## config.mk

```make
export PLATFORM = sky130hd
export DESIGN_NAME = hsv_window_pixel_segmenter
export DESIGN_NICKNAME = d
export VERILOG_FILES = /design/src/rtl/core/hwps_pkg.sv /design/src/rtl/core/hwps_prep.sv /design/src/rtl/core/hwps_div_step.sv /design/src/rtl/core/hwps_classify.sv /design/src/rtl/core/hsv_window_pixel_segmenter.sv
export SDC_FILE = /design/constraint.sdc
export NUM_CORES = 1
export LEC_CHECK = 0
export BUFFER_PORTS_ARGS = -buffer_cell sky130_fd_sc_hd__buf_2
export CORE_UTILIZATION = 58
export DETAILED_ROUTE_END_ITERATION = 10
export PLACE_DENSITY_LB_ADDON = 0.12
export SYNTH_ARGS = -nofsm -noshare
export SYNTH_HDL_FRONTEND = slang
export SYNTH_SLANG_ARGS = --single-unit
```

## constraint.sdc

```tcl
create_clock -name clk -period 10.2 [get_ports clk]
set_input_delay 1.02 -clock clk [delete_from_list [all_inputs] [get_ports clk]]
set_output_delay 1.02 -clock clk [all_outputs]
set_load 0.03 [all_outputs]
```

## src/rtl/core/hwps_pkg.sv

```systemverilog
package hwps_pkg;

  // Pipeline depth: two prep stages, one stage per quotient bit, one classify stage
  localparam int DIV_STEPS = 8;
  localparam int STG_N     = DIV_STEPS + 3;

  // Register indexes of the configuration port
  localparam logic [7:0] REG_HUE_UPPER = 8'd0;
  localparam logic [7:0] REG_HUE_LOWER = 8'd1;
  localparam logic [7:0] REG_SAT_UPPER = 8'd2;
  localparam logic [7:0] REG_SAT_LOWER = 8'd3;

  localparam logic [7:0] RST_HUE_UPPER = 8'd179;
  localparam logic [7:0] RST_HUE_LOWER = 8'd0;
  localparam logic [7:0] RST_SAT_UPPER = 8'd255;
  localparam logic [7:0] RST_SAT_LOWER = 8'd0;

  // Half-degree hue wraps at this value
  localparam logic [7:0] HUE_WRAP = 8'd180;
  localparam logic [7:0] HUE_MAX  = 8'd179;

  // Which channel holds the maximum; red wins ties, then green
  typedef enum logic [1:0] {
    SEL_R,
    SEL_G,
    SEL_B
  } hwps_sel_t;

  typedef struct packed {
    logic [7:0] hue_upper;
    logic [7:0] hue_lower;
    logic [7:0] sat_upper;
    logic [7:0] sat_lower;
  } hwps_cfg_t;

  typedef struct packed {
    logic [7:0] red;
    logic [7:0] green;
    logic [7:0] blue;
  } hwps_pix_t;

  // First prep stage: extremes of the pixel
  typedef struct packed {
    hwps_pix_t  pix;
    logic [7:0] vmax;
    logic [7:0] diff;
    hwps_sel_t  sel;
  } hwps_ext_t;

  // Restoring division state: remainder, shifted divisor, quotient so far
  typedef struct packed {
    logic [16:0] rem;
    logic [15:0] dsh;
    logic [7:0]  quo;
  } hwps_div_t;

  // Data carried through the divider stages
  typedef struct packed {
    hwps_pix_t pix;
    logic      gray;
    logic      black;
    logic      rcase;
    hwps_div_t hdiv;
    hwps_div_t sdiv;
  } hwps_stg_t;

  typedef struct packed {
    logic       in_range;
    hwps_pix_t  pix;
    logic [7:0] hue;
    logic [7:0] sat;
  } hwps_res_t;

endpackage

```

## src/rtl/core/hwps_prep.sv

```systemverilog
module hwps_prep
  import hwps_pkg::*;
(
  input  logic      clk,
  input  logic      en_a,
  input  logic      en_b,
  input  hwps_pix_t pix_in,
  output hwps_stg_t stg_out
);

  hwps_ext_t ext_r, ext_nxt;
  hwps_stg_t stg_r, stg_nxt;

  logic [7:0] vmin;

  // Find the maximum channel, the minimum and their spread
  always_comb begin
    ext_nxt.pix = pix_in;
    if (pix_in.red >= pix_in.green && pix_in.red >= pix_in.blue) begin
      ext_nxt.sel  = SEL_R;
      ext_nxt.vmax = pix_in.red;
    end else if (pix_in.green >= pix_in.blue) begin
      ext_nxt.sel  = SEL_G;
      ext_nxt.vmax = pix_in.green;
    end else begin
      ext_nxt.sel  = SEL_B;
      ext_nxt.vmax = pix_in.blue;
    end
    if (pix_in.red <= pix_in.green && pix_in.red <= pix_in.blue) begin
      vmin = pix_in.red;
    end else if (pix_in.green <= pix_in.blue) begin
      vmin = pix_in.green;
    end else begin
      vmin = pix_in.blue;
    end
    ext_nxt.diff = ext_nxt.vmax - vmin;
  end

  always_ff @(posedge clk) begin
    if (en_a) begin
      ext_r <= ext_nxt;
    end
  end

  logic signed [9:0]  dsel;
  logic        [9:0]  kcoef;
  logic signed [19:0] hnum;
  logic        [16:0] snum;

  // Build the dividends; the red case is offset by a full turn to stay positive
  always_comb begin
    unique case (ext_r.sel)
      SEL_R: begin
        dsel  = $signed({2'b00, ext_r.pix.green}) - $signed({2'b00, ext_r.pix.blue});
        kcoef = 10'd361;
      end
      SEL_G: begin
        dsel  = $signed({2'b00, ext_r.pix.blue}) - $signed({2'b00, ext_r.pix.red});
        kcoef = 10'd121;
      end
      SEL_B: begin
        dsel  = $signed({2'b00, ext_r.pix.red}) - $signed({2'b00, ext_r.pix.green});
        kcoef = 10'd241;
      end
      default: begin
        dsel  = 10'sd0;
        kcoef = 10'd0;
      end
    endcase
    hnum = $signed({12'd0, ext_r.diff}) * $signed({10'd0, kcoef})
         + $signed(20'sd60) * $signed({{10{dsel[9]}}, dsel});
    snum = 17'(ext_r.diff) * 17'd510 + 17'(ext_r.vmax);

    stg_nxt.pix      = ext_r.pix;
    stg_nxt.gray     = (ext_r.diff == 8'd0);
    stg_nxt.black    = (ext_r.vmax == 8'd0);
    stg_nxt.rcase    = (ext_r.sel == SEL_R);
    stg_nxt.hdiv.rem = hnum[16:0];
    stg_nxt.hdiv.dsh = {ext_r.diff, 8'd0};
    stg_nxt.hdiv.quo = 8'd0;
    stg_nxt.sdiv.rem = snum;
    stg_nxt.sdiv.dsh = {ext_r.vmax, 8'd0};
    stg_nxt.sdiv.quo = 8'd0;
  end

  always_ff @(posedge clk) begin
    if (en_b) begin
      stg_r <= stg_nxt;
    end
  end

  assign stg_out = stg_r;

endmodule

```

## src/rtl/core/hwps_div_step.sv

```systemverilog
module hwps_div_step
  import hwps_pkg::*;
(
  input  logic      clk,
  input  logic      en,
  input  hwps_stg_t stg_in,
  output hwps_stg_t stg_out
);

  hwps_stg_t stg_r, stg_nxt;

  function automatic hwps_div_t div_bit(hwps_div_t d);
    hwps_div_t o;
    logic      take;
    take  = (d.rem >= {1'b0, d.dsh});
    o.rem = take ? (d.rem - {1'b0, d.dsh}) : d.rem;
    o.dsh = {1'b0, d.dsh[15:1]};
    o.quo = {d.quo[6:0], take};
    return o;
  endfunction

  // Resolve one quotient bit of hue and of saturation
  always_comb begin
    stg_nxt      = stg_in;
    stg_nxt.hdiv = div_bit(stg_in.hdiv);
    stg_nxt.sdiv = div_bit(stg_in.sdiv);
  end

  always_ff @(posedge clk) begin
    if (en) begin
      stg_r <= stg_nxt;
    end
  end

  assign stg_out = stg_r;

endmodule

```

## src/rtl/core/hwps_classify.sv

```systemverilog
module hwps_classify
  import hwps_pkg::*;
(
  input  logic      clk,
  input  logic      en,
  input  hwps_cfg_t cfg,
  input  hwps_stg_t stg_in,
  output hwps_res_t res_out
);

  hwps_res_t res_r, res_nxt;

  logic hue_ok;
  logic sat_ok;
  logic keep;

  // Fold the hue back into one turn, then test both windows
  always_comb begin
    if (stg_in.gray) begin
      res_nxt.hue = 8'd0;
    end else if (stg_in.rcase && stg_in.hdiv.quo >= HUE_WRAP) begin
      res_nxt.hue = stg_in.hdiv.quo - HUE_WRAP;
    end else begin
      res_nxt.hue = stg_in.hdiv.quo;
    end
    res_nxt.sat = stg_in.black ? 8'd0 : stg_in.sdiv.quo;

    if (cfg.hue_upper < cfg.hue_lower) begin
      hue_ok = (res_nxt.hue <= cfg.hue_upper) || (res_nxt.hue >= cfg.hue_lower);
    end else begin
      hue_ok = (res_nxt.hue <= cfg.hue_upper) && (res_nxt.hue >= cfg.hue_lower);
    end
    sat_ok = (res_nxt.sat <= cfg.sat_upper) && (res_nxt.sat >= cfg.sat_lower);
    keep   = hue_ok && sat_ok;

    res_nxt.in_range = keep;
    res_nxt.pix      = keep ? stg_in.pix : '0;
  end

  always_ff @(posedge clk) begin
    if (en) begin
      res_r <= res_nxt;
    end
  end

  assign res_out = res_r;

endmodule

```

## src/rtl/core/hsv_window_pixel_segmenter.sv

```systemverilog
// Channel  Direction  Handshake                  Payload
// in_      slave      in_tvalid / in_tready      red, green, blue
// out_     master     out_tvalid / out_tready    tdata: colors, hue, sat; tuser: in_range
// cfg_     slave      cfg_valid / cfg_ready      cfg_index, cfg_data
//
// One pixel per clock while out_tready is high; each request passes through two prep stages,
// eight restoring-divider stages at one quotient bit each and one classify stage to the output register.
// Each stage advances when it is empty or the next one advances, so bubbles collapse
// and a stall on out_tready holds every request in place.
// rst_n clears the stage valid bits and loads the window registers with their defaults.
// cfg_ready is always high; writes to an index above 3 are dropped.
module hsv_window_pixel_segmenter
  import hwps_pkg::*;
(
  input  logic        clk,
  input  logic        rst_n,
  input  logic        in_tvalid,
  output logic        in_tready,
  input  logic [23:0] in_tdata,   // red[7:0], green[15:8], blue[23:16]
  output logic        out_tvalid,
  input  logic        out_tready,
  output logic [39:0] out_tdata,  // out_red[7:0], out_green[15:8], out_blue[23:16],
                                  // hue[31:24], saturation[39:32]
  output logic        out_tuser,  // in_range[0]
  input  logic        cfg_valid,
  output logic        cfg_ready,
  input  logic [7:0]  cfg_index,
  input  logic [7:0]  cfg_data
);

  hwps_cfg_t cfg_r, cfg_nxt;

  // Take window writes
  always_comb begin
    cfg_nxt = cfg_r;
    if (cfg_valid) begin
      unique case (cfg_index)
        REG_HUE_UPPER: cfg_nxt.hue_upper = cfg_data;
        REG_HUE_LOWER: cfg_nxt.hue_lower = cfg_data;
        REG_SAT_UPPER: cfg_nxt.sat_upper = cfg_data;
        REG_SAT_LOWER: cfg_nxt.sat_lower = cfg_data;
        default: cfg_nxt = cfg_r;
      endcase
    end
  end

  always_ff @(posedge clk) begin
    if (!rst_n) begin
      cfg_r.hue_upper <= RST_HUE_UPPER;
      cfg_r.hue_lower <= RST_HUE_LOWER;
      cfg_r.sat_upper <= RST_SAT_UPPER;
      cfg_r.sat_lower <= RST_SAT_LOWER;
    end else begin
      cfg_r <= cfg_nxt;
    end
  end

  assign cfg_ready = 1'b1;

  // Stage valid bits and advance enables
  logic [STG_N-1:0] vld_r, vld_nxt;
  logic [STG_N:0]   adv;

  always_comb begin
    adv[STG_N] = out_tready;
    for (int k = STG_N - 1; k >= 0; k--) begin
      adv[k] = !vld_r[k] || adv[k+1];
    end
    for (int k = 0; k < STG_N; k++) begin
      if (adv[k]) begin
        vld_nxt[k] = (k == 0) ? in_tvalid : vld_r[(k == 0) ? 0 : k - 1];
      end else begin
        vld_nxt[k] = vld_r[k];
      end
    end
  end

  always_ff @(posedge clk) begin
    if (!rst_n) begin
      vld_r <= '0;
    end else begin
      vld_r <= vld_nxt;
    end
  end

  assign in_tready = adv[0];

  // Datapath
  hwps_pix_t pix_in;
  hwps_stg_t stg [DIV_STEPS+1];
  hwps_res_t res;

  assign pix_in.red   = in_tdata[7:0];
  assign pix_in.green = in_tdata[15:8];
  assign pix_in.blue  = in_tdata[23:16];

  hwps_prep u_prep (
    .clk     (clk),
    .en_a    (adv[0]),
    .en_b    (adv[1]),
    .pix_in  (pix_in),
    .stg_out (stg[0])
  );

  for (genvar i = 0; i < DIV_STEPS; i++) begin : g_div
    hwps_div_step u_step (
      .clk     (clk),
      .en      (adv[i+2]),
      .stg_in  (stg[i]),
      .stg_out (stg[i+1])
    );
  end

  hwps_classify u_classify (
    .clk     (clk),
    .en      (adv[STG_N-1]),
    .cfg     (cfg_r),
    .stg_in  (stg[DIV_STEPS]),
    .res_out (res)
  );

  assign out_tvalid = vld_r[STG_N-1];
  assign out_tdata  = {res.sat, res.hue, res.pix.blue, res.pix.green, res.pix.red};
  assign out_tuser  = res.in_range;

endmodule

```

==> metrics.cfg <==
[global_route]
grt_pass1_vias=24539
overflow=0
grt_pass1_wl_mm=123
antenna_found_initial=1
grt_max_degree=89
grtUsageTotal_pct=20.8

[critical_path]
cp-end-kind=flop
r2r_cells=29
start_kind=flop
crit_path_start=u_prep.ext_r[26]
worst-path-max-fanout=6
reg2reg_setup_slack_ps=1930
cp_slowest_cell=o31ai_1
path_depth=29
crit_required_ps=10550
endpoint=u_prep.stg_out[81]
crit_family=adder cells
critical_path_class=flop to flop
arrival_ps=8620
r2r-end=u_prep.stg_out[81]
cp_common_cell=fa_1
r2r_start=u_prep.ext_r[26]
cpPeakStageDelay_ps=850
crit_buf_inv=5

[clock_network]
clock-sinks=833
clock-root-buffer=clkbuf_16
htreeDepth=3
postCtsHoldBufs=0
cts_buffer_depth=3
tritoncts=done
cts_made_buffers=85
cts-resized-gates=0
clkTransAtPathRegs_ps=60
post_cts_buffers=0
insertion_delay_ps=610

[floorplan]
die_x_um=272
die_h_um=272
start_util_pct=58.9
dieArea_um2=74000
rows=98
pin_count=89
design.core.area_um2=71900

[synth]
synth_top_area_share_pct=56.1
synth_compound_area_share_pct=7.80
synth_top_family_by_area=adder cells
ys_warn_count=0
yosysSeqAreaShare_pct=58.1
synthSimpleGateAreaFrac_pct=9.18
synth.avg_cell_area_um2=12.9
synth_cells=3277
netlist_area_um2=42300
yosys.area.top_type=edfxtp_1
synthArstFlopShare_pct=0
syn-num-nets=3762
synth_area_leaders=edfxtp_1, ha_1, fa_1
synth-main-ff-cell=edfxtp_1
synth_edf_count=790
ys_top_cells_by_count=edfxtp_1, inv_1, ha_1, nor2_1, nand2_1
ys_ff_latch=833
ys_types=88
synthMuxAreaShare_pct=2.34
synth_most_common_cell=edfxtp_1
synthAdderAreaFrac_pct=14.8
synth_xor_area_share_pct=3.44

[sta]
fin_skew_ps=21.8
timing.fmax_mhz=121
post-route-min-period_ps=8270
rsz0062_at_grt=false
hold_violations=0
maxSlewViolCount=0
slew_headroom_pct=13.5
timing.hold.ws_ps=404
tightest_slew_ps=1300
setup_viol=0
fin_tns_setup_ps=0
fin_crit_sh_pct=81.1

[drt]
drt_iter0_markers=1179
wl_per_cell_um=16.9
via_count=23958
dr.pass1.iters=8
wirelength_mm=75.2
route.detailed.drc=0
antenna_left=0
via_per_inst=5.39

[layout]
final_nets=3909
syn2layout_area_growth_pct=10.6
drive_gt1_share_pct=9.21

[placed_design]
dp_hpwl_mm=57.1
port_buffers=87
gp_routability_congestion=0.911

[worst_hold_path]
hold_path.class=flop to flop

[job]
max_cap_violations=0

[run_status]
status=completed

==> routing by layer <==
layer / vias to the layer above / global-route usage, % / share of wire, % / wire length, um
li1: 11957 / - / - / -
met2: 457 / 35.7 / 48 / 36200
met3: 121 / 2.88 / 4.4 / 3280
met1: 11421 / 27.5 / 45 / 33900
met4: 2 / 6.48 / 2.3 / 1740
met5: - / 0 / 0.013 / 10
==> cells by family after synthesis <==
family,after synthesis
flops,833
simple gates,753
compound gates,510
buf+inv,481
fa+ha+maj,440
xor+xnor,165
mux,94
other cells,1
==> cells in the final DEF, fill, tap and decap left out, types with 21 or more instances in the layout <==
cell type,netlist,layout
inv_1,445,440
a21boi_0,29,29
fa_1,100,100
or3_1,21,21
ha_1,340,340
nand4_1,29,29
nand3_1,29,29
mux2i_1,56,56
nor2_1,188,188
and2_1,42,42
nor3_1,54,54
xor2_1,63,63
nand2_1,155,150
mux2_2,34,34
o21a_1,38,38
dfxtp_1,43,43
edfxtp_1,790,790
xnor2_1,101,101
nor2b_1,92,92
nand2b_1,46,46
buf_2,9,87
a21o_1,48,48
clkbuf_16,0,87
a21oi_1,136,136
o21ai_0,135,135
==> worst reg2reg max path, delay by kind of cell (launching register included) <==
family,cells,cell delay (ps)
AOI/OAI and AO/OA,6,1660
DFF,1,450
adders and majority gates,11,4490
buffers and inverters,5,340
and+or+nand+nor,3,490
xor gates and xnor gates,4,590
==> stage by stage <==
| step | instances | util [%] | area (um2) | setup WS (ps) |
|---|---|---|---|---|
| after floorplan | 3277 | - | 42300 | 2740 |
| after global placement | 4287 | 61.0 | 43900 | 2100 |
| after detailed placement | 4287 | 61.0 | 43900 | 2010 |
| after CTS | 4446 | 65.1 | 46800 | 1980 |
| after global routing | 4446 | 65.1 | 46800 | 1390 |
| final | 4447 | 65.1 | 46800 | 1930 |
==> registers in the layout, indices dropped and copies added (netlist names) <==
register	flops
u_prep.ext_r	42
g_div.u_step.stg_out	631
vld_r	11
u_prep.stg_out	76
cfg_r	32
u_classify.res_out	41
==> final cells by class <==
cell class              count  area, um2
repair buffers             95        495
flip-flops and latches    833      24600
clock inverters            54        652
well taps                 950       1190
inverters                 446       1680
multi-input cells        1963      15900
fillers                  5284      25100
diodes                      1       2.50
clock buffers             105       2280
==> how the worst min path moves through the flow <==
stage,start,endpoint,cells after the start
after CTS,g_div[3].u_step.stg_out[41],g_div[4].u_step.stg_out[42],0
final,g_div[3].u_step.stg_out[41],g_div[4].u_step.stg_out[42],0
after floorplan,u_prep.stg_out[100],g_div[0].u_step.stg_out[100],0
after global placement,g_div[3].u_step.stg_out[96],g_div[4].u_step.stg_out[96],0
after detailed placement,u_prep.stg_out[82],g_div[0].u_step.stg_out[82],0
after global routing,g_div[3].u_step.stg_out[41],g_div[4].u_step.stg_out[42],0
Power is left out: the tool's default activity adds up to more than one toggle a clock period on the data nets, which glitch-free logic cannot reach.
